==> src/dap_pkg.sv <==
package dap_pkg;

    // Field widths
    localparam int ANGLE_W = 26;
    localparam int MAG_W   = 25;
    localparam int FINE_W  = 20;

    // Character codes
    localparam logic [7:0] CH_0     = 8'h30;
    localparam logic [7:0] CH_9     = 8'h39;
    localparam logic [7:0] CH_COLON = 8'h3A;
    localparam logic [7:0] CH_DOT   = 8'h2E;
    localparam logic [7:0] CH_UP_W  = 8'h57;
    localparam logic [7:0] CH_LO_W  = 8'h77;
    localparam logic [7:0] CH_UP_S  = 8'h53;
    localparam logic [7:0] CH_LO_S  = 8'h73;

    // Accumulator and digit-count saturation tops, and the fraction digit limit
    localparam logic [9:0] DEG_TOP  = 10'd255;
    localparam logic [9:0] MIN_TOP  = 10'd127;
    localparam logic [9:0] TAIL_TOP = 10'd1023;
    localparam logic [2:0] CNT_MAX  = 3'd7;
    localparam logic [2:0] MAX_FRAC = 3'd3;

    // Range limits
    localparam logic [7:0] LAT_LIMIT = 8'd90;
    localparam logic [7:0] LON_LIMIT = 8'd180;
    localparam logic [9:0] BASE60    = 10'd60;

    // Units of 1/180000 degree
    localparam logic [17:0] DEG_UNITS = 18'd180000;
    localparam logic [11:0] MIN_UNITS = 12'd3000;
    localparam logic [8:0]  SEC_UNITS = 9'd50;
    localparam logic [8:0]  F1_UNITS  = 9'd300;
    localparam logic [8:0]  F2_UNITS  = 9'd30;
    localparam logic [8:0]  F3_UNITS  = 9'd3;

    typedef enum logic [1:0] {
        PH_DEG,
        PH_MIN,
        PH_TAIL,
        PH_DONE
    } t_phase;

    typedef enum logic [1:0] {
        SC_SEC,
        SC_F1,
        SC_F2,
        SC_F3
    } t_scale;

    // Closed field handed from the scanner to the scaler
    typedef struct packed {
        logic       ok;
        logic       neg;
        logic [7:0] deg;
        logic [6:0] min;
        logic [9:0] tail;
        t_scale     scale;
    } t_close;

    // One decimal digit into a saturating accumulator
    function automatic logic [9:0] sat_dec(input logic [9:0] acc, input logic [3:0] d,
                                           input logic [9:0] top);
        logic [13:0] v;
        v = 14'(acc) * 14'd10 + 14'(d);
        return (v > 14'(top)) ? top : v[9:0];
    endfunction

endpackage

==> src/dap_if.sv <==
interface dap_char_if;
    logic       valid;
    logic       ready;
    logic [7:0] character;
    logic       is_latitude;
    logic       last_char;

    modport source (output valid, character, is_latitude, last_char, input ready);
    modport sink   (input valid, character, is_latitude, last_char, output ready);
endinterface

interface dap_result_if;
    logic               valid;
    logic               ready;
    logic               parse_ok;
    logic signed [25:0] angle_value;

    modport source (output valid, parse_ok, angle_value, input ready);
    modport sink   (input valid, parse_ok, angle_value, output ready);
endinterface

==> src/dms_angle_text_parser_unit.sv <==
// Channel    Dir  Payload                                   Ends on
// i_char     in   character[8], is_latitude, last_char      valid && ready
// o_result   out  parse_ok, angle_value[26] signed           valid && ready
//
// One character per cycle while i_char.ready is high; a result leaves once the request that
// carries last_char has passed the scan register, product register and result register.
// Characters without last_char update the scanner state and give no result.
// Reset (i_rst_n low, synchronous) returns the scanner to the degrees phase
// and empties all pipeline registers.
// A stalled o_result holds the pipeline back one stage at a time; i_char.ready
// drops only when the closed-field register is full and cannot advance.
module dms_angle_text_parser_unit
    import dap_pkg::*;
(
    input  logic          i_clk,
    input  logic          i_rst_n,
    dap_char_if.sink      i_char,
    dap_result_if.source  o_result
);

    logic   s1_valid;
    t_close s1_close;
    logic   s1_adv;
    logic   take;

    // Accept a request whenever the closed-field register is empty or moving on
    assign i_char.ready = !s1_valid || s1_adv;
    assign take         = i_char.valid && i_char.ready;

    // Character scanner: per-character parse and field close
    dap_scan u_scan (
        .i_clk         (i_clk),
        .i_rst_n       (i_rst_n),
        .i_take        (take),
        .i_character   (i_char.character),
        .i_is_latitude (i_char.is_latitude),
        .i_last_char   (i_char.last_char),
        .i_adv         (s1_adv),
        .o_valid       (s1_valid),
        .o_close       (s1_close)
    );

    // Scaler: constant products, then sum and sign into the result register
    dap_scale u_scale (
        .i_clk         (i_clk),
        .i_rst_n       (i_rst_n),
        .i_valid       (s1_valid),
        .i_close       (s1_close),
        .i_out_ready   (o_result.ready),
        .o_take        (s1_adv),
        .o_valid       (o_result.valid),
        .o_parse_ok    (o_result.parse_ok),
        .o_angle_value (o_result.angle_value)
    );

`ifndef SYNTHESIS
    // A rejected field reads as zero
    a_reject_zero: assert property (@(posedge i_clk) disable iff (!i_rst_n)
        o_result.valid && !o_result.parse_ok |-> o_result.angle_value == 26'sd0)
        else $error("rejected field with nonzero angle");

    // An accepted field stays within the clamped range
    a_range: assert property (@(posedge i_clk) disable iff (!i_rst_n)
        o_result.valid && o_result.parse_ok |->
            (o_result.angle_value <= 26'sd32580000 &&
             o_result.angle_value >= -26'sd32580000))
        else $error("angle outside range");

    // A closing character always loads the closed-field register
    a_close_loads: assert property (@(posedge i_clk) disable iff (!i_rst_n)
        take && i_char.last_char |=> s1_valid)
        else $error("closing character lost");
`endif

endmodule

==> src/dap_scan.sv <==
module dap_scan
    import dap_pkg::*;
(
    input  logic       i_clk,
    input  logic       i_rst_n,
    input  logic       i_take,
    input  logic [7:0] i_character,
    input  logic       i_is_latitude,
    input  logic       i_last_char,
    input  logic       i_adv,
    output logic       o_valid,
    output t_close     o_close
);

    t_phase     r_phase, n_phase;
    logic [7:0] r_deg, n_deg;
    logic [6:0] r_min, n_min;
    logic [9:0] r_tail, n_tail;
    logic [2:0] r_cnt, n_cnt, cnt_inc;
    logic       r_sec, n_sec;
    logic       r_neg, n_neg;
    logic       r_err, n_err;
    logic       r_valid;
    t_close     r_close, n_close;
    logic       dig;
    logic [3:0] d;
    logic [7:0] lim;

    assign dig     = i_character inside {[CH_0:CH_9]};
    assign d       = dig ? 4'(i_character - CH_0) : 4'd0;
    assign cnt_inc = (r_cnt == CNT_MAX) ? r_cnt : r_cnt + 3'd1;

    always_comb begin
        n_phase = r_phase;
        n_deg   = r_deg;
        n_min   = r_min;
        n_tail  = r_tail;
        n_cnt   = r_cnt;
        n_sec   = r_sec;
        n_neg   = r_neg;
        n_err   = r_err;
        if (!r_err) begin
            case (r_phase)
                PH_DEG: begin
                    if (dig) begin
                        n_deg = 8'(sat_dec(10'(r_deg), d, DEG_TOP));
                        n_cnt = cnt_inc;
                    end else if (i_character == CH_COLON && r_cnt != 3'd0) begin
                        n_phase = PH_MIN;
                        n_cnt   = 3'd0;
                    end else begin
                        n_err = 1'b1;
                    end
                end
                PH_MIN: begin
                    if (dig) begin
                        n_min = 7'(sat_dec(10'(r_min), d, MIN_TOP));
                        n_cnt = cnt_inc;
                    end else if ((i_character == CH_COLON || i_character == CH_DOT)
                                 && r_cnt != 3'd0) begin
                        n_sec   = (i_character == CH_COLON);
                        n_phase = PH_TAIL;
                        n_cnt   = 3'd0;
                    end else begin
                        n_err = 1'b1;
                    end
                end
                PH_TAIL: begin
                    if (dig) begin
                        n_tail = sat_dec(r_tail, d, TAIL_TOP);
                        n_cnt  = cnt_inc;
                    end else if (r_cnt == 3'd0) begin
                        n_err = 1'b1;
                    end else begin
                        n_neg   = i_character inside {CH_UP_W, CH_LO_W, CH_UP_S, CH_LO_S};
                        n_phase = PH_DONE;
                    end
                end
                default: ;
            endcase
        end
    end

    // Close the field from the state that includes the last character
    always_comb begin
        lim = i_is_latitude ? LAT_LIMIT : LON_LIMIT;
        n_close.ok = !n_err && (n_phase == PH_TAIL || n_phase == PH_DONE)
                     && n_cnt != 3'd0 && 10'(n_min) < BASE60
                     && (n_sec ? (n_tail < BASE60) : (n_cnt <= MAX_FRAC));
        n_close.neg  = n_neg;
        n_close.deg  = (n_deg > lim) ? lim : n_deg;
        n_close.min  = n_min;
        n_close.tail = n_tail;
        if (n_sec)
            n_close.scale = SC_SEC;
        else if (n_cnt == 3'd1)
            n_close.scale = SC_F1;
        else if (n_cnt == 3'd2)
            n_close.scale = SC_F2;
        else
            n_close.scale = SC_F3;
    end

    always_ff @(posedge i_clk) begin
        if (!i_rst_n) begin
            r_phase <= PH_DEG;
            r_deg   <= '0;
            r_min   <= '0;
            r_tail  <= '0;
            r_cnt   <= '0;
            r_sec   <= 1'b0;
            r_neg   <= 1'b0;
            r_err   <= 1'b0;
            r_valid <= 1'b0;
        end else begin
            if (i_take && i_last_char) begin
                r_phase <= PH_DEG;
                r_deg   <= '0;
                r_min   <= '0;
                r_tail  <= '0;
                r_cnt   <= '0;
                r_sec   <= 1'b0;
                r_neg   <= 1'b0;
                r_err   <= 1'b0;
                r_valid <= 1'b1;
            end else begin
                if (i_take) begin
                    r_phase <= n_phase;
                    r_deg   <= n_deg;
                    r_min   <= n_min;
                    r_tail  <= n_tail;
                    r_cnt   <= n_cnt;
                    r_sec   <= n_sec;
                    r_neg   <= n_neg;
                    r_err   <= n_err;
                end
                if (i_adv)
                    r_valid <= 1'b0;
            end
        end
    end

    always_ff @(posedge i_clk) begin
        if (i_take && i_last_char)
            r_close <= n_close;
    end

    assign o_valid = r_valid;
    assign o_close = r_close;

endmodule

==> src/dap_scale.sv <==
module dap_scale
    import dap_pkg::*;
(
    input  logic                       i_clk,
    input  logic                       i_rst_n,
    input  logic                       i_valid,
    input  t_close                     i_close,
    input  logic                       i_out_ready,
    output logic                       o_take,
    output logic                       o_valid,
    output logic                       o_parse_ok,
    output logic signed [ANGLE_W-1:0]  o_angle_value
);

    logic                r_s2_valid;
    logic                r_s2_ok, r_s2_neg;
    logic [MAG_W-1:0]    r_deg_term, n_deg_term;
    logic [FINE_W-1:0]   r_fine_term, n_fine_term;
    logic [8:0]          k;
    logic                r_o_valid, r_o_ok;
    logic [ANGLE_W-1:0]  r_o_angle, n_angle;
    logic [MAG_W-1:0]    mag;
    logic                out_move, s2_move;

    assign out_move = !r_o_valid || i_out_ready;
    assign s2_move  = !r_s2_valid || out_move;
    assign o_take   = s2_move;

    always_comb begin
        case (i_close.scale)
            SC_SEC:  k = SEC_UNITS;
            SC_F1:   k = F1_UNITS;
            SC_F2:   k = F2_UNITS;
            default: k = F3_UNITS;
        endcase
        if (i_close.ok) begin
            n_deg_term  = MAG_W'(i_close.deg) * MAG_W'(DEG_UNITS);
            n_fine_term = FINE_W'(i_close.min) * FINE_W'(MIN_UNITS)
                        + FINE_W'(i_close.tail) * FINE_W'(k);
        end else begin
            n_deg_term  = '0;
            n_fine_term = '0;
        end
    end

    assign mag     = r_deg_term + MAG_W'(r_fine_term);
    assign n_angle = r_s2_neg ? ANGLE_W'(0) - {1'b0, mag} : {1'b0, mag};

    always_ff @(posedge i_clk) begin
        if (!i_rst_n) begin
            r_s2_valid <= 1'b0;
            r_o_valid  <= 1'b0;
        end else begin
            if (s2_move)
                r_s2_valid <= i_valid;
            if (out_move)
                r_o_valid <= r_s2_valid;
        end
    end

    always_ff @(posedge i_clk) begin
        if (s2_move && i_valid) begin
            r_s2_ok     <= i_close.ok;
            r_s2_neg    <= i_close.neg;
            r_deg_term  <= n_deg_term;
            r_fine_term <= n_fine_term;
        end
        if (out_move && r_s2_valid) begin
            r_o_ok    <= r_s2_ok;
            r_o_angle <= n_angle;
        end
    end

    assign o_valid       = r_o_valid;
    assign o_parse_ok    = r_o_ok;
    assign o_angle_value = $signed(r_o_angle);

endmodule
==> src/flat_wrapper.sv <==
// flat-port wrapper written by rule: the top's interface ports become plain ports
module dms_angle_text_parser_unit_flat import dap_pkg::*;
  (i_clk, i_rst_n, i_char_valid, i_char_character, i_char_is_latitude, i_char_last_char, i_char_ready, o_result_valid, o_result_parse_ok, o_result_angle_value, o_result_ready);
  dap_char_if i_char_i ();
  dap_result_if o_result_i ();
  input  logic i_clk;
  input  logic i_rst_n;
  input wire logic [$bits(i_char_i.valid)-1:0] i_char_valid;
  input wire logic [$bits(i_char_i.character)-1:0] i_char_character;
  input wire logic [$bits(i_char_i.is_latitude)-1:0] i_char_is_latitude;
  input wire logic [$bits(i_char_i.last_char)-1:0] i_char_last_char;
  output wire logic [$bits(i_char_i.ready)-1:0] i_char_ready;
  output wire logic [$bits(o_result_i.valid)-1:0] o_result_valid;
  output wire logic [$bits(o_result_i.parse_ok)-1:0] o_result_parse_ok;
  output wire logic [$bits(o_result_i.angle_value)-1:0] o_result_angle_value;
  input wire logic [$bits(o_result_i.ready)-1:0] o_result_ready;
  assign i_char_i.valid = i_char_valid;
  assign i_char_i.character = i_char_character;
  assign i_char_i.is_latitude = i_char_is_latitude;
  assign i_char_i.last_char = i_char_last_char;
  assign i_char_ready = i_char_i.ready;
  assign o_result_valid = o_result_i.valid;
  assign o_result_parse_ok = o_result_i.parse_ok;
  assign o_result_angle_value = o_result_i.angle_value;
  assign o_result_i.ready = o_result_ready;
  dms_angle_text_parser_unit u_core (.i_clk(i_clk), .i_rst_n(i_rst_n), .i_char(i_char_i), .o_result(o_result_i));
endmodule
==> config.mk <==
export PLATFORM = sky130hd
export DESIGN_NAME = dms_angle_text_parser_unit_flat
export DESIGN_NICKNAME = d
export VERILOG_FILES = /design/src/dap_pkg.sv /design/src/dap_if.sv /design/src/dms_angle_text_parser_unit.sv /design/src/dap_scan.sv /design/src/dap_scale.sv /design/src/flat_wrapper.sv
export SDC_FILE = /design/constraint.sdc
export NUM_CORES = 1
export LEC_CHECK = 0
export BUFFER_PORTS_ARGS = -buffer_cell sky130_fd_sc_hd__clkbuf_2
export CORE_UTILIZATION = 45
export CTS_CLUSTER_SIZE = 10
export DETAILED_ROUTE_END_ITERATION = 12
export PLACE_DENSITY_LB_ADDON = 0.3
export SYNTH_ARGS = -nofsm -noshare
export SYNTH_HDL_FRONTEND = slang
export SYNTH_SLANG_ARGS = --single-unit
==> constraint.sdc <==
create_clock -name i_clk -period 17.3 [get_ports i_clk]
set_input_delay 1.73 -clock i_clk [delete_from_list [all_inputs] [get_ports i_clk]]
set_output_delay 1.73 -clock i_clk [all_outputs]
set_load 0.02 [all_outputs]
======== Word-level counts from Yosys, hierarchy flattened ========
Cells that the tools add are included.
word-level totals
  register bits ........................... 139
  bits of input ports ..................... 14
  output and inout bits ................... 29
cells by class
  add/subtract/negate cells ............... 8
  $mul .................................... 6
  order comparisons ....................... 9
  equal/unequal tests ..................... 15
  mux-type cells .......................... 54
  bitwise logic cells ..................... 1
  reduce and logical (&&, ||, !) cells .... 29
operators by type and width
  operator               number
  $mux 8                 6
  $mux 10                4
  $eq 8x7->1 const B     4
  $mux 7                 4
  $pmux 9 s3             1
  $sub 1x25->26 const A  1
  $add 25x20->25         1
  $mux 25                1
  $mux 3                 7
  $add 19x19->20         1
  $mul 8x13->20 const B  1
  $mux 1                 20
  $mul 10x9->19          1
  $eq 8x6->1 const B     2
  $mul 7x9->16 const B   1
  $add 14x4->14          1
  $gt 14x10->1 const B   1
  $mux 2                 7
  $add 12x4->13          1
  $gt 13x8->1 const B    1
  $mul 10x3->13 const B  1
  $add 11x4->12          1
  $gt 12x7->1 const B    1
  $logic_and 1x1->1      11
  28 further kinds       42

======== Depth between registers and ports, before layout ========
Gate-level depths: netlist (run 1).
  depth after elaboration ................. 13
  mapped depth ............................ 26
  gate-level depth less buffers ........... 25

======== By module ========
A second synthesis (run 1) with hierarchy kept.
unflattened totals
  cell total of the unflattened synthesis .. 1482
  area, all modules ....................... 14541.4 µm²
by module, submodules not included
  module                      times used  cells an instance  area an instance (µm²)  sequential area each (µm²)
  dap_scale                   1           966                9621.7                  2112.0
  dap_scan                    1           514                4897.2                  1551.5
  dms_angle_text_parser_unit  1           2                  22.5                    0.0

======== Least setup slack after synthesis (run 1) ========
No wires, ideal clock.
  path kind ............................... reg2reg
  start point ............................. register u_core.u_scan.r_close, in the netlist u_core.u_scan.o_close[1]
  end point ............................... register u_core.u_scale.r_fine_term[18] (data pin)
  data arrival time ....................... 5.655 ns
  data required time ...................... 17.034 ns
  slack ................................... 11.379 ns
  cell stages (with the launch flop) ...... 25
  path buffers ............................ 1
  clock period less this slack ............ 5.921 ns
  cell sequence ........................... edfxtp_1 > clkbuf_1 > inv_1 > ha_1 > and2_1 > fa_1 > inv_1 > fa_1 > inv_1 > ha_1 > inv_1 > fa_1 > inv_1 > fa_1 > inv_1 > fa_1 > nor2b_1 > o21ai_0 > a21boi_0 > o211ai_1 > a21oi_1 > nor3_1 > o31ai_1 > xnor2_1 > nor2_1
between the ends
  longest elaborated chain between the ends .. 4
  elaborated cells on any way between the ends .. 6
  those cells by class .................... add/sub (1); mul (1); eq/ne (2); mux (1); reduce/logical (1)
RTL lines
  item                                RTL line         source
  start, declared                     dap_scan.sv:24   t_close r_close, n_close;
  start signal, assigned              dap_scan.sv:145  r_close <= n_close;
  $eq 2x2->1 (tied with other cells)  dap_scale.sv:30  case (i_close.scale)
  $pmux 9 s3 *                        dap_scale.sv:30
  $mul 10x9->19 *                     dap_scale.sv:39  + FINE_W'(i_close.tail) * FINE_W'(k);
  $add 19x19->20 *                    dap_scale.sv:39
  end signal, assigned                dap_scale.sv:66  r_fine_term <= n_fine_term;
  end, declared                       dap_scale.sv:18  logic [FINE_W-1:0] r_fine_term, n_fine_term;
Mark *: on every way between the ends. The rest lies on a longest branch, timed or not.
A chain may end at the register's enable or synchronous reset.

======== Final worst setup path (run 1) ========
Ends and elaborated chain as after synthesis.

==> results of run 1 <==
## worst max path at each step
stage                                  start  cells after the start  slack, ns                              to
global route        u_core.u_scan.o_close[1]                     23      10.58  u_core.u_scale.r_fine_term[18]
detailed placement  u_core.u_scan.o_close[1]                     23      10.98  u_core.u_scale.r_fine_term[18]
finish              u_core.u_scan.o_close[1]                     23      11.00  u_core.u_scale.r_fine_term[18]
CTS                 u_core.u_scan.o_close[1]                     23      10.97  u_core.u_scale.r_fine_term[18]
global placement    u_core.u_scan.o_close[1]                     23      11.19  u_core.u_scale.r_fine_term[18]
floorplan           u_core.u_scan.o_close[1]                     24      11.38  u_core.u_scale.r_fine_term[18]
## worst max-delay path, cell delays in order, from the launching register on
cell                       delay (ns)
sky130_fd_sc_hd__edfxtp_1        0.59
sky130_fd_sc_hd__inv_1           0.15
sky130_fd_sc_hd__ha_1            0.42
sky130_fd_sc_hd__and2_1          0.25
sky130_fd_sc_hd__fa_1            0.53
sky130_fd_sc_hd__inv_1           0.05
sky130_fd_sc_hd__fa_1            0.50
sky130_fd_sc_hd__inv_1           0.05
sky130_fd_sc_hd__ha_1            0.27
sky130_fd_sc_hd__inv_1           0.06
sky130_fd_sc_hd__fa_1            0.52
sky130_fd_sc_hd__inv_1           0.05
sky130_fd_sc_hd__fa_1            0.56
sky130_fd_sc_hd__inv_1           0.06
sky130_fd_sc_hd__fa_1            0.42
sky130_fd_sc_hd__nor2b_1         0.15
sky130_fd_sc_hd__o21ai_0         0.11
sky130_fd_sc_hd__a21boi_0        0.29
sky130_fd_sc_hd__o211ai_1        0.15
sky130_fd_sc_hd__a21oi_1         0.20
sky130_fd_sc_hd__nor3_1          0.11
sky130_fd_sc_hd__o31ai_1         0.33
sky130_fd_sc_hd__xnor2_1         0.17
sky130_fd_sc_hd__nor2_1          0.05
## metal layers
metal	vias to the layer above	track usage	routed length (um)
met3	37	0.0244	789
met4	0	0.0717	720
met2	165	0.320	13300
li1	5090	-	-
met1	4828	0.238	13300
met5	-	0	0
## synth_stat cells (all sizes together) (3+ instances only)
cell | instances | area (um2)
and3 | 9 | 56.3
nor2b | 35 | 219
o41ai | 4 | 53.8
o21ai | 41 | 205
a2111oi | 4 | 35.0
nor3b | 5 | 37.5
nand3 | 22 | 110
ha | 195 | 2440
clkbuf | 25 | 95.1
o21bai | 11 | 82.6
nor4 | 5 | 31.3
o21a | 8 | 60.1
xor2 | 31 | 272
dfxtp | 36 | 721
mux2i | 8 | 80.1
or3 | 11 | 68.8
a211oi | 12 | 95.1
a21boi | 8 | 60.1
a31oi | 24 | 150
a32o | 10 | 100
a41oi | 4 | 35.0
and3b | 3 | 26.3
nor4b | 3 | 26.3
o211ai | 5 | 37.5
o22a | 10 | 87.6
nand2b | 17 | 106
inv | 190 | 713
a21oi | 76 | 380
mux2 | 4 | 45.0
o31ai | 15 | 126
o311ai | 4 | 35.0
nor2 | 93 | 349
a21o | 22 | 165
o22ai | 3 | 18.8
or2 | 5 | 31.3
and2 | 54 | 338
nand2 | 82 | 308
a211o | 4 | 35.0
or4 | 4 | 45.0
edfxtp | 98 | 2940
nand4 | 7 | 43.8
fa | 109 | 2180
nor3 | 23 | 115
xnor2 | 74 | 648
## cells by family after synthesis
family | count (synthesis)
AOI/OAI and AO/OA | 283
xor gates and xnor gates | 105
adders and majority gates | 304
buffers and inverters | 218
DFF | 134
muxes | 12
and+or+nand+nor | 385
## area by class of cell
type,instances,area (um2),area share
multi-input cells,1089,9590,0.627
flip-flops and latches,134,3660,0.240
inverters,191,717,0.0469
well taps,396,495,0.0324
clock buffers,17,425,0.0278
repair buffers,47,248,0.0162
clock inverters,15,151,0.00990
## registers in the layout (all words and copies together), names as in the netlist, 3 cells and up
| name | flops |
|---|---|
| u_core.u_scan.r_tail | 10 |
| u_core.u_scan.r_min | 7 |
| u_core.u_scan.r_deg | 8 |
| u_core.u_scan.r_cnt | 3 |
| u_core.u_scale.r_fine_term | 20 |
| u_core.u_scale.r_deg_term | 20 |
| u_core.u_scan.o_close | 29 |
| u_core.u_scale.o_angle_value | 26 |
## power by group through the flow
stage | Sequential, uW | Clock [uW] | Combinational [uW]
after floorplan | 402 | 0 | 665
final | 398 | 354 | 843
after CTS | 398 | 362 | 848
after detailed placement | 405 | 0 | 841
after global routing | 400 | 374 | 956
after global placement | 405 | 0 | 827
## stage by stage
stage / instance area [um2] / hold slack [ns] / worst slack (ns) / util / std cells
after floorplan: 14100 / 0.400 / 11.38 / - / 1441
after global placement: 14700 / 0.434 / 11.19 / 0.480 / 1857
after detailed placement: 14700 / 0.442 / 10.98 / 0.480 / 1857
after CTS: 15300 / 0.452 / 10.97 / 0.499 / 1889
after global routing: 15300 / 0.466 / 10.58 / 0.499 / 1889
final: 15300 / 0.460 / 11.00 / 0.499 / 1889
==> metrics, run 1 <==
aggregate negative setup slack=0 ns; final worst clock skew=0.0199 ns; Die Height=179 um; Max Clk Rate=159 MHz; register area share after synthesis=0.261; Gate power share=0.529; leak pwr=0.00689 uW; Hold Path Origin=u_core.u_scale.r_s2_ok; internal power of the cells=939 uW; clock sink total=134; Clock Latency Late Sink=0.44 ns; vias in the first global route=10000; post-cts resize count=0; Tightest Hold Check Type=flip-flop to flip-flop; Yosys Warn Count=0; Rel. slew slack=0.306; syn avg cell area=9.76 um2; RR Startpoint=u_core.u_scan.o_close[1]; combined global-route utilization of all metal layers=0.186; number of design rule violations left after detail routing=0; element type at the critical path end=flip-flop; number of post-CTS setup repair buffers=0; filler cell count in the final layout=2828; Crit Path Max Fanout=13; basic-gate share of the synthesized area counting and, or, nand and nor cells=0.141; cell count after synthesis=1441; endpoints failing hold=0; xor and xnor fraction of the mapped netlist area=0.0654; number of nets with antenna violations after routing=0; Overflow after GRT=0; Net Sw Frac=0.411; die area=32000 um2; final cycle utilization of the critical path=0.364; max cap viols=0; layout net count=1798; Reg power frac=0.249; GP Congestion=0.910; portion of total power attributed to the clock network=0.222; fin. max-slew vios=0; WHS Endpoint=u_core.u_scale.o_parse_ok; H-tree depth=4; arithmetic-cell share of the synthesized area counting full adders, half adders and majority gates=0.329; Final Setup Violations=0; Post-synth EDFFs=98; Via-to-Cell Ratio=5.36; number of rows created at floorplan=64; Core Region=30700 um2; maximum number of pins on one net before global-route repair=43; number of DRC markers in iteration 0=525; prevailing post-synth register cell=sky130_fd_sc_hd__edfxtp_1; result of the run=finished clean; width of the die=179 um; R2R depth=23; post-synth design cell area=14100 um2; HPWL after detailed placement=23100 um; power density cells=104 nW/um2; leading cell type in the layout, fill and taps excluded=sky130_fd_sc_hd__ha_1; Switch Pwr=655 uW; number of buffers inserted for hold repair after clock tree synthesis=0; Initial Utilization=0.458; routed vias=10100; Worst Setup Path Type=flip-flop to flip-flop; drt wl/cell=14.9 um; number of stages on the worst hold path=0; CTS buffer count=17; kind of launch point of the worst setup path=flip-flop; Worst EP arrival=6.47 ns; root buffer cell=sky130_fd_sc_hd__clkbuf_16; fraction of synthesis flops using an asynchronous set or reset pin=0; main combinational cell family by area after synthesis=adder cells; min Tclk post-route=6.30 ns; num ports=43; IR Drop Worst-Case VDD=0.0739 mV; total detailed-routing wirelength=28100 um; clock-pin slew reported for the worst setup and hold paths after clock tree synthesis=0.06 ns; share of post-route cells with drive strength above 1=0.0676; Critical R2R Capture=u_core.u_scale.r_fine_term[18]; register-to-register setup slack=11.00 ns; wire length of the first global-routing pass=47300 um; maximum clock insertion buffer count=2; power after layout=1590 uW; commonest cells after routing, fill and taps aside=sky130_fd_sc_hd__ha_1 (195), sky130_fd_sc_hd__inv_1 (190), sky130_fd_sc_hd__fa_1 (109); mux contribution to synthesized area=0.00890; number of antenna repair diodes=0; TritonCTS clock tree=yes; area fraction in compound gates after synthesis=0.137; first-pass iteration count of the detailed router=4; post-synthesis register bit count=134; IO buf count=42; Yosys cell types=70; number of antenna violations at the first check in global routing=0; transition at the pin with the smallest max-transition slack=1.04 ns; required time reported for the critical path endpoint=17.46 ns; total nets after synthesis=1759; setup repair after global routing missed its margin=no; layout overhead on the synthesized area=8.74%
(Power assumes the default switching activity.)
==> run 2, diff against run 1 <==
==> constraint.sdc (replaced) <==
create_clock -name i_clk -period 5.8 [get_ports i_clk]
set_input_delay 0.58 -clock i_clk [delete_from_list [all_inputs] [get_ports i_clk]]
set_output_delay 0.58 -clock i_clk [all_outputs]
set_load 0.02 [all_outputs]
==> metrics, run 2 (synthesis results as in run 1) <==
maximum clock insertion buffer count=2 (unchanged); transition at the pin with the smallest max-transition slack=1.07 ns (+0.0336 ns); leak pwr=0.00709 uW (+2.9%); number of stages on the worst hold path=0 (unchanged); share of post-route cells with drive strength above 1=0.119 (+0.0517); Core Region=30700 um2 (unchanged); combined global-route utilization of all metal layers=0.189 (+0.00228); fin. max-slew vios=0 (unchanged); final-layout worst hold slack=0.453 ns (-0.00742 ns); final worst clock skew=0.0285 ns (+0.00857 ns); clock sink total=134 (unchanged); layout overhead on the synthesized area=12.7%; element type at the critical path end=flip-flop; share of the core filled with cells in the final layout=0.517 (+0.0182); leading cell type in the layout, fill and taps excluded=sky130_fd_sc_hd__inv_1; Clock Latency Late Sink=0.43 ns (about the same); TritonCTS clock tree=yes; IR Drop Worst-Case VDD=0.287 mV (+290%); first-pass iteration count of the detailed router=5 (+1); routed vias=10200 (+1.0%); HPWL after detailed placement=23300 um (+0.85%); IO buf count=42 (unchanged); power after layout=5360 uW (+240%); Max Clk Rate=176 MHz (+11%); Tightest Hold Check Type=flip-flop to flip-flop; number of design rule violations left after detail routing=0 (unchanged); final cell count without fillers=1921 (+1.7%); power density cells=339 nW/um2 (+220%); GP Congestion=0.870 (-4.4%); number of antenna repair diodes=0 (unchanged); min Tclk post-route=5.67 ns (-0.630 ns); root buffer cell=sky130_fd_sc_hd__clkbuf_16; dpl cells=1883 (+1.4%); setup repair after global routing missed its margin=yes; Crit Path Max Fanout=2 (-11); Overflow after GRT=0 (unchanged); Final Setup Violations=0 (unchanged); final cycle utilization of the critical path=0.978 (+0.614); max cap viols=0 (unchanged); result of the run=finished clean; H-tree depth=4 (unchanged); total detailed-routing wirelength=29300 um (+4.0%); clock-pin slew reported for the worst setup and hold paths after clock tree synthesis=0.07 ns (about the same); die area=32000 um2 (unchanged); number of antenna violations at the first check in global routing=0 (unchanged); Via-to-Cell Ratio=5.32 (-0.68%); R2R depth=22 (-4.3%); Die Height=179 um (unchanged); flip-flop count of the largest register, all copies and words added=29 (unchanged); wire length of the first global-routing pass=48400 um (+2.3%); width of the die=179 um (unchanged); kind of launch point of the worst setup path=flip-flop; Worst Setup Path Type=flip-flop to flip-flop; number of nets with antenna violations after routing=0 (unchanged); num ports=43 (unchanged); number of rows created at floorplan=64 (unchanged); dpl cell area=14900 um2 (+1.3%); commonest cells after routing, fill and taps aside=sky130_fd_sc_hd__inv_1 (186), sky130_fd_sc_hd__ha_1 (185), sky130_fd_sc_hd__fa_1 (106); Initial Utilization=0.458 (unchanged); CTS buffer count=17 (unchanged); vias in the first global route=10100 (+0.58%); maximum number of pins on one net before global-route repair=43 (unchanged); endpoints failing hold=0 (unchanged); drt wl/cell=15.2 um (+2.2%); layout net count=1830 (+1.8%); number of DRC markers in iteration 0=537 (+2.3%); required time reported for the critical path endpoint=5.94 ns (-11.52 ns); final non-filler cell area=15800 um2 (+3.6%); Worst EP arrival=5.81 ns (-0.66 ns); Rel. slew slack=0.283 (-0.0224)
==> run 2: worst max-delay path: stages (launching register included) <==
cell and delay, ns:
sky130_fd_sc_hd__edfxtp_1 0.41, sky130_fd_sc_hd__fa_1 0.54, sky130_fd_sc_hd__fa_1 0.52, sky130_fd_sc_hd__inv_1 0.05, sky130_fd_sc_hd__fa_1 0.48, sky130_fd_sc_hd__inv_1 0.05, sky130_fd_sc_hd__fa_1 0.47, sky130_fd_sc_hd__ha_4 0.29
sky130_fd_sc_hd__inv_2 0.03, sky130_fd_sc_hd__o21bai_1 0.12, sky130_fd_sc_hd__a21o_1 0.18, sky130_fd_sc_hd__buf_6 0.13, sky130_fd_sc_hd__xnor2_4 0.07, sky130_fd_sc_hd__fa_1 0.52, sky130_fd_sc_hd__inv_2 0.05, sky130_fd_sc_hd__ha_4 0.21
sky130_fd_sc_hd__and2_4 0.16, sky130_fd_sc_hd__o21ai_2 0.14, sky130_fd_sc_hd__o21ai_2 0.08, sky130_fd_sc_hd__o41a_1 0.45, sky130_fd_sc_hd__a31oi_2 0.22, sky130_fd_sc_hd__xor2_1 0.17, sky130_fd_sc_hd__nor2_1 0.06
==> run 2: layout make-up <==
class | instances | area (um2)
fill | 2768 | 14800
clock inverter | 15 | 178
clock buffer | 17 | 425
sequential | 134 | 3660
multi-input combinational | 1089 | 9870
tap | 396 | 495
inverter | 191 | 717
timing repair buffer | 79 | 495
==> run 2: final timing paths <==
check / from / slack (ns) / to
worst min-delay path: u_core.u_scale.r_s2_ok / 0.45 / u_core.u_scale.o_parse_ok
worst max register to register: u_core.u_scan.o_close[18] / 0.13 / u_core.u_scale.r_fine_term[17]
worst min register to register: u_core.u_scale.r_s2_ok / 0.45 / u_core.u_scale.o_parse_ok
worst max-delay path: u_core.u_scan.o_close[18] / 0.13 / u_core.u_scale.r_fine_term[17]
==> run 2: metrics by stage <==
step,setup TNS (ns),setup slack [ns]
floorplan,0,0.0367
global placement,-0.0378,-0.0378
detailed placement,-0.229,-0.152
CTS,-0.00359,-0.00359
global route,-0.174,-0.0743
finish,0,0.129
==> run 2: metal layers <==
metal  GRT usage  share of wire  vias to the layer above
met5           0              0                        -
met4      0.0487          0.015                        0
met3      0.0187          0.028                       24
met2       0.329           0.49                      180
met1       0.250           0.47                     4854
li1            -              -                     5163
==> run 2: repair_timing <==
| item | CTS | global route |
|---|---|---|
| buffers inserted | 1 | 5 |
| gates resized for setup | 4 | 60 |
| pin swaps | 3 | 45 |
| hold buffers | 0 | 0 |
| cloned | 0 | 0 |
| endpoints found under the setup margin | 4 | 7 |
==> run 2: power breakdown <==
| part | internal, uW | leakage (uW) | switching, uW |
|---|---|---|---|
| Sequential | 1150 | 0.00121 | 34.2 |
| Clock | 619 | 0.000290 | 504 |
| Combinational | 1410 | 0.00559 | 1650 |
| Total | 3170 | 0.00709 | 2190 |
==> run 3, diff against run 2 <==
--- a/config.mk
+++ b/config.mk
@@ -9,7 +9,7 @@
 export CORE_UTILIZATION = 45
 export CTS_CLUSTER_SIZE = 10
 export DETAILED_ROUTE_END_ITERATION = 12
-export PLACE_DENSITY_LB_ADDON = 0.3
+export PLACE_DENSITY = 0.71
 export SYNTH_ARGS = -nofsm -noshare
 export SYNTH_HDL_FRONTEND = slang
 export SYNTH_SLANG_ARGS = --single-unit
==> metrics, run 3 (synthesis results as in run 1) <==
combined global-route utilization of all metal layers=0.189 (+0.000334); commonest cells after routing, fill and taps aside=sky130_fd_sc_hd__ha_1 (193), sky130_fd_sc_hd__inv_1 (188), sky130_fd_sc_hd__fa_1 (107); aggregate negative setup slack=0 ns (unchanged); required time reported for the critical path endpoint=5.95 ns (about the same); result of the run=finished clean; CTS buffer count=17 (unchanged); leading cell type in the layout, fill and taps excluded=sky130_fd_sc_hd__ha_1; Max Clk Rate=178 MHz (+0.68%); final worst clock skew=0.00993 ns (-0.0186 ns); Tightest Hold Check Type=flip-flop to flip-flop; dpl cell area=14900 um2 (-0.15%); kind of launch point of the worst setup path=flip-flop; WHS Endpoint=u_core.u_scale.o_parse_ok; share of post-route cells with drive strength above 1=0.102 (-0.0174); number of DRC markers in iteration 0=485 (-9.7%); H-tree depth=4 (unchanged); HPWL after detailed placement=23200 um (-0.46%); IO buf count=42 (unchanged); register-to-register setup slack=0.17 ns (+0.04 ns); width of the die=179 um (unchanged); power density cells=328 nW/um2 (-3.2%); pre-CTS setup slack=-0.0337 ns (+0.119 ns); Core Region=30700 um2 (unchanged); delay contributed by the slowest stage of the critical path=0.53 ns (about the same); flip-flop count of the largest register, all copies and words added=29 (unchanged); final non-filler cell area=15700 um2 (-1.2%); transition at the pin with the smallest max-transition slack=1.21 ns (+0.138 ns); vias in the first global route=10200 (+1.3%); maximum number of pins on one net before global-route repair=43 (unchanged); clock sink total=134 (unchanged); clock-pin slew reported for the worst setup and hold paths after clock tree synthesis=0.06 ns (about the same); Worst EP arrival=5.79 ns (-0.02 ns); total detailed-routing wirelength=28600 um (-2.2%); final cycle utilization of the critical path=0.971 (-0.00660); number of nets with antenna violations after routing=0 (unchanged); maximum clock insertion buffer count=2 (unchanged); GP Congestion=0.896 (+2.9%); wire length of the first global-routing pass=48300 um (-0.21%); number of design rule violations left after detail routing=0 (unchanged); share of the core filled with cells in the final layout=0.511 (-0.00620); Final Setup Violations=0 (unchanged); number of rows created at floorplan=64 (unchanged); Worst Setup Path Type=flip-flop to flip-flop; Critical R2R Capture=u_core.u_scale.r_fine_term[17]; Initial Utilization=0.458 (unchanged); number of antenna repair diodes=0 (unchanged); leak pwr=0.00705 uW (-0.54%); fin. max-slew vios=0 (unchanged); critical path's slowest cell=sky130_fd_sc_hd__fa_1; TritonCTS clock tree=yes; Rel. slew slack=0.190 (-0.0932); number of stages on the worst hold path=0 (unchanged); R2R depth=22 (unchanged); Via-to-Cell Ratio=5.40 (+1.5%); number of buffers inserted for hold repair after clock tree synthesis=0 (unchanged); first-pass iteration count of the detailed router=6 (+1); number of antenna violations at the first check in global routing=0 (unchanged); Clock Latency Late Sink=0.42 ns (about the same); routed vias=10400 (+1.3%); Crit Path Max Fanout=3 (+1); Die Height=179 um (unchanged); Hold Path Origin=u_core.u_scale.r_s2_ok; min Tclk post-route=5.63 ns (-0.0383 ns); layout overhead on the synthesized area=11.4%; die area=32000 um2 (unchanged); critical-path cell list=inv_2, ha_1, and2_4, fa_1, inv_1, fa_1, inv_1, ha_1, inv_1, fa_1, inv_1, fa_1, ha_1, a21o_1, a21oi_2, o21ai_2, a31oi_4, o21ai_2, o41a_1, a31oi_2, xor2_1, nor2_1; power after layout=5130 uW (-4.3%); max cap viols=0 (unchanged); endpoints failing hold=0 (unchanged); Overflow after GRT=0 (unchanged); root buffer cell=sky130_fd_sc_hd__clkbuf_16; IR Drop Worst-Case VDD=0.260 mV (-9.3%); final worst setup slack=0.167 ns (+0.0383 ns); num ports=43 (unchanged); RR Startpoint=u_core.u_scan.o_close[1]; element type at the critical path end=flip-flop; layout net count=1826 (-0.22%); drt wl/cell=14.9 um (-2.0%)
[run 3: critical path: cells and delay by family, from the launching register on]
family / cells / cell delay, ns
buffers and inverters: 5 / 0.31
flip-flops: 1 / 0.43
adder cells (fa/ha/maj): 7 / 2.85
XOR/XNOR: 1 / 0.16
AND/OR/NAND/NOR: 2 / 0.23
AO/OA/AOI/OAI: 7 / 1.39
[run 3: layout make-up]
type                       count  area (um2)
clock buffer                  18         429
fill                        2756       15000
tap                          396         495
inverter                     191         717
timing repair buffer          75         462
multi-input combinational   1089        9740
clock inverter                14         151
sequential                   134        3660
[run 3: how the worst max path moves through the flow]
stage                                          from                              to  slack (ns)
after floorplan            u_core.u_scan.o_close[1]  u_core.u_scale.r_fine_term[17]        0.04
after CTS                 u_core.u_scan.o_close[16]  u_core.u_scale.r_fine_term[18]       0.008
after global routing       u_core.u_scan.o_close[1]  u_core.u_scale.r_fine_term[17]       -0.03
after global placement    u_core.u_scan.o_close[16]  u_core.u_scale.r_fine_term[18]        0.06
final                      u_core.u_scan.o_close[1]  u_core.u_scale.r_fine_term[17]        0.17
after detailed placement  u_core.u_scan.o_close[16]  u_core.u_scale.r_fine_term[17]       -0.03
[run 3: layer usage]
layer / up-vias / GRT usage / routed length (um)
met5: - / 0 / 0
met3: 40 / 0.0282 / 981
met1: 4966 / 0.238 / 12900
met4: 0 / 0.0632 / 720
met2: 197 / 0.330 / 14000
li1: 5152 / - / -
[run 3: timing repair]
item,CTS,global route
endpoints found under the setup margin,3,6
pin swaps,2,27
buffers inserted,0,5
gates resized for setup,3,36
[run 3: report_power, final]
part	switching (uW)	internal (uW)	total [uW]
combinational	1610	1270	2880
sequential	34.6	1150	1180
clock	430	636	1070
total	2080	3060	5130
[run 3: stage by stage]
step,cells,hold WS [ns]
after floorplan,1441,0.400
final,1917,0.430
after detailed placement,1880,0.409
after CTS,1912,0.435
after global placement,1880,0.406
after global routing,1917,0.448
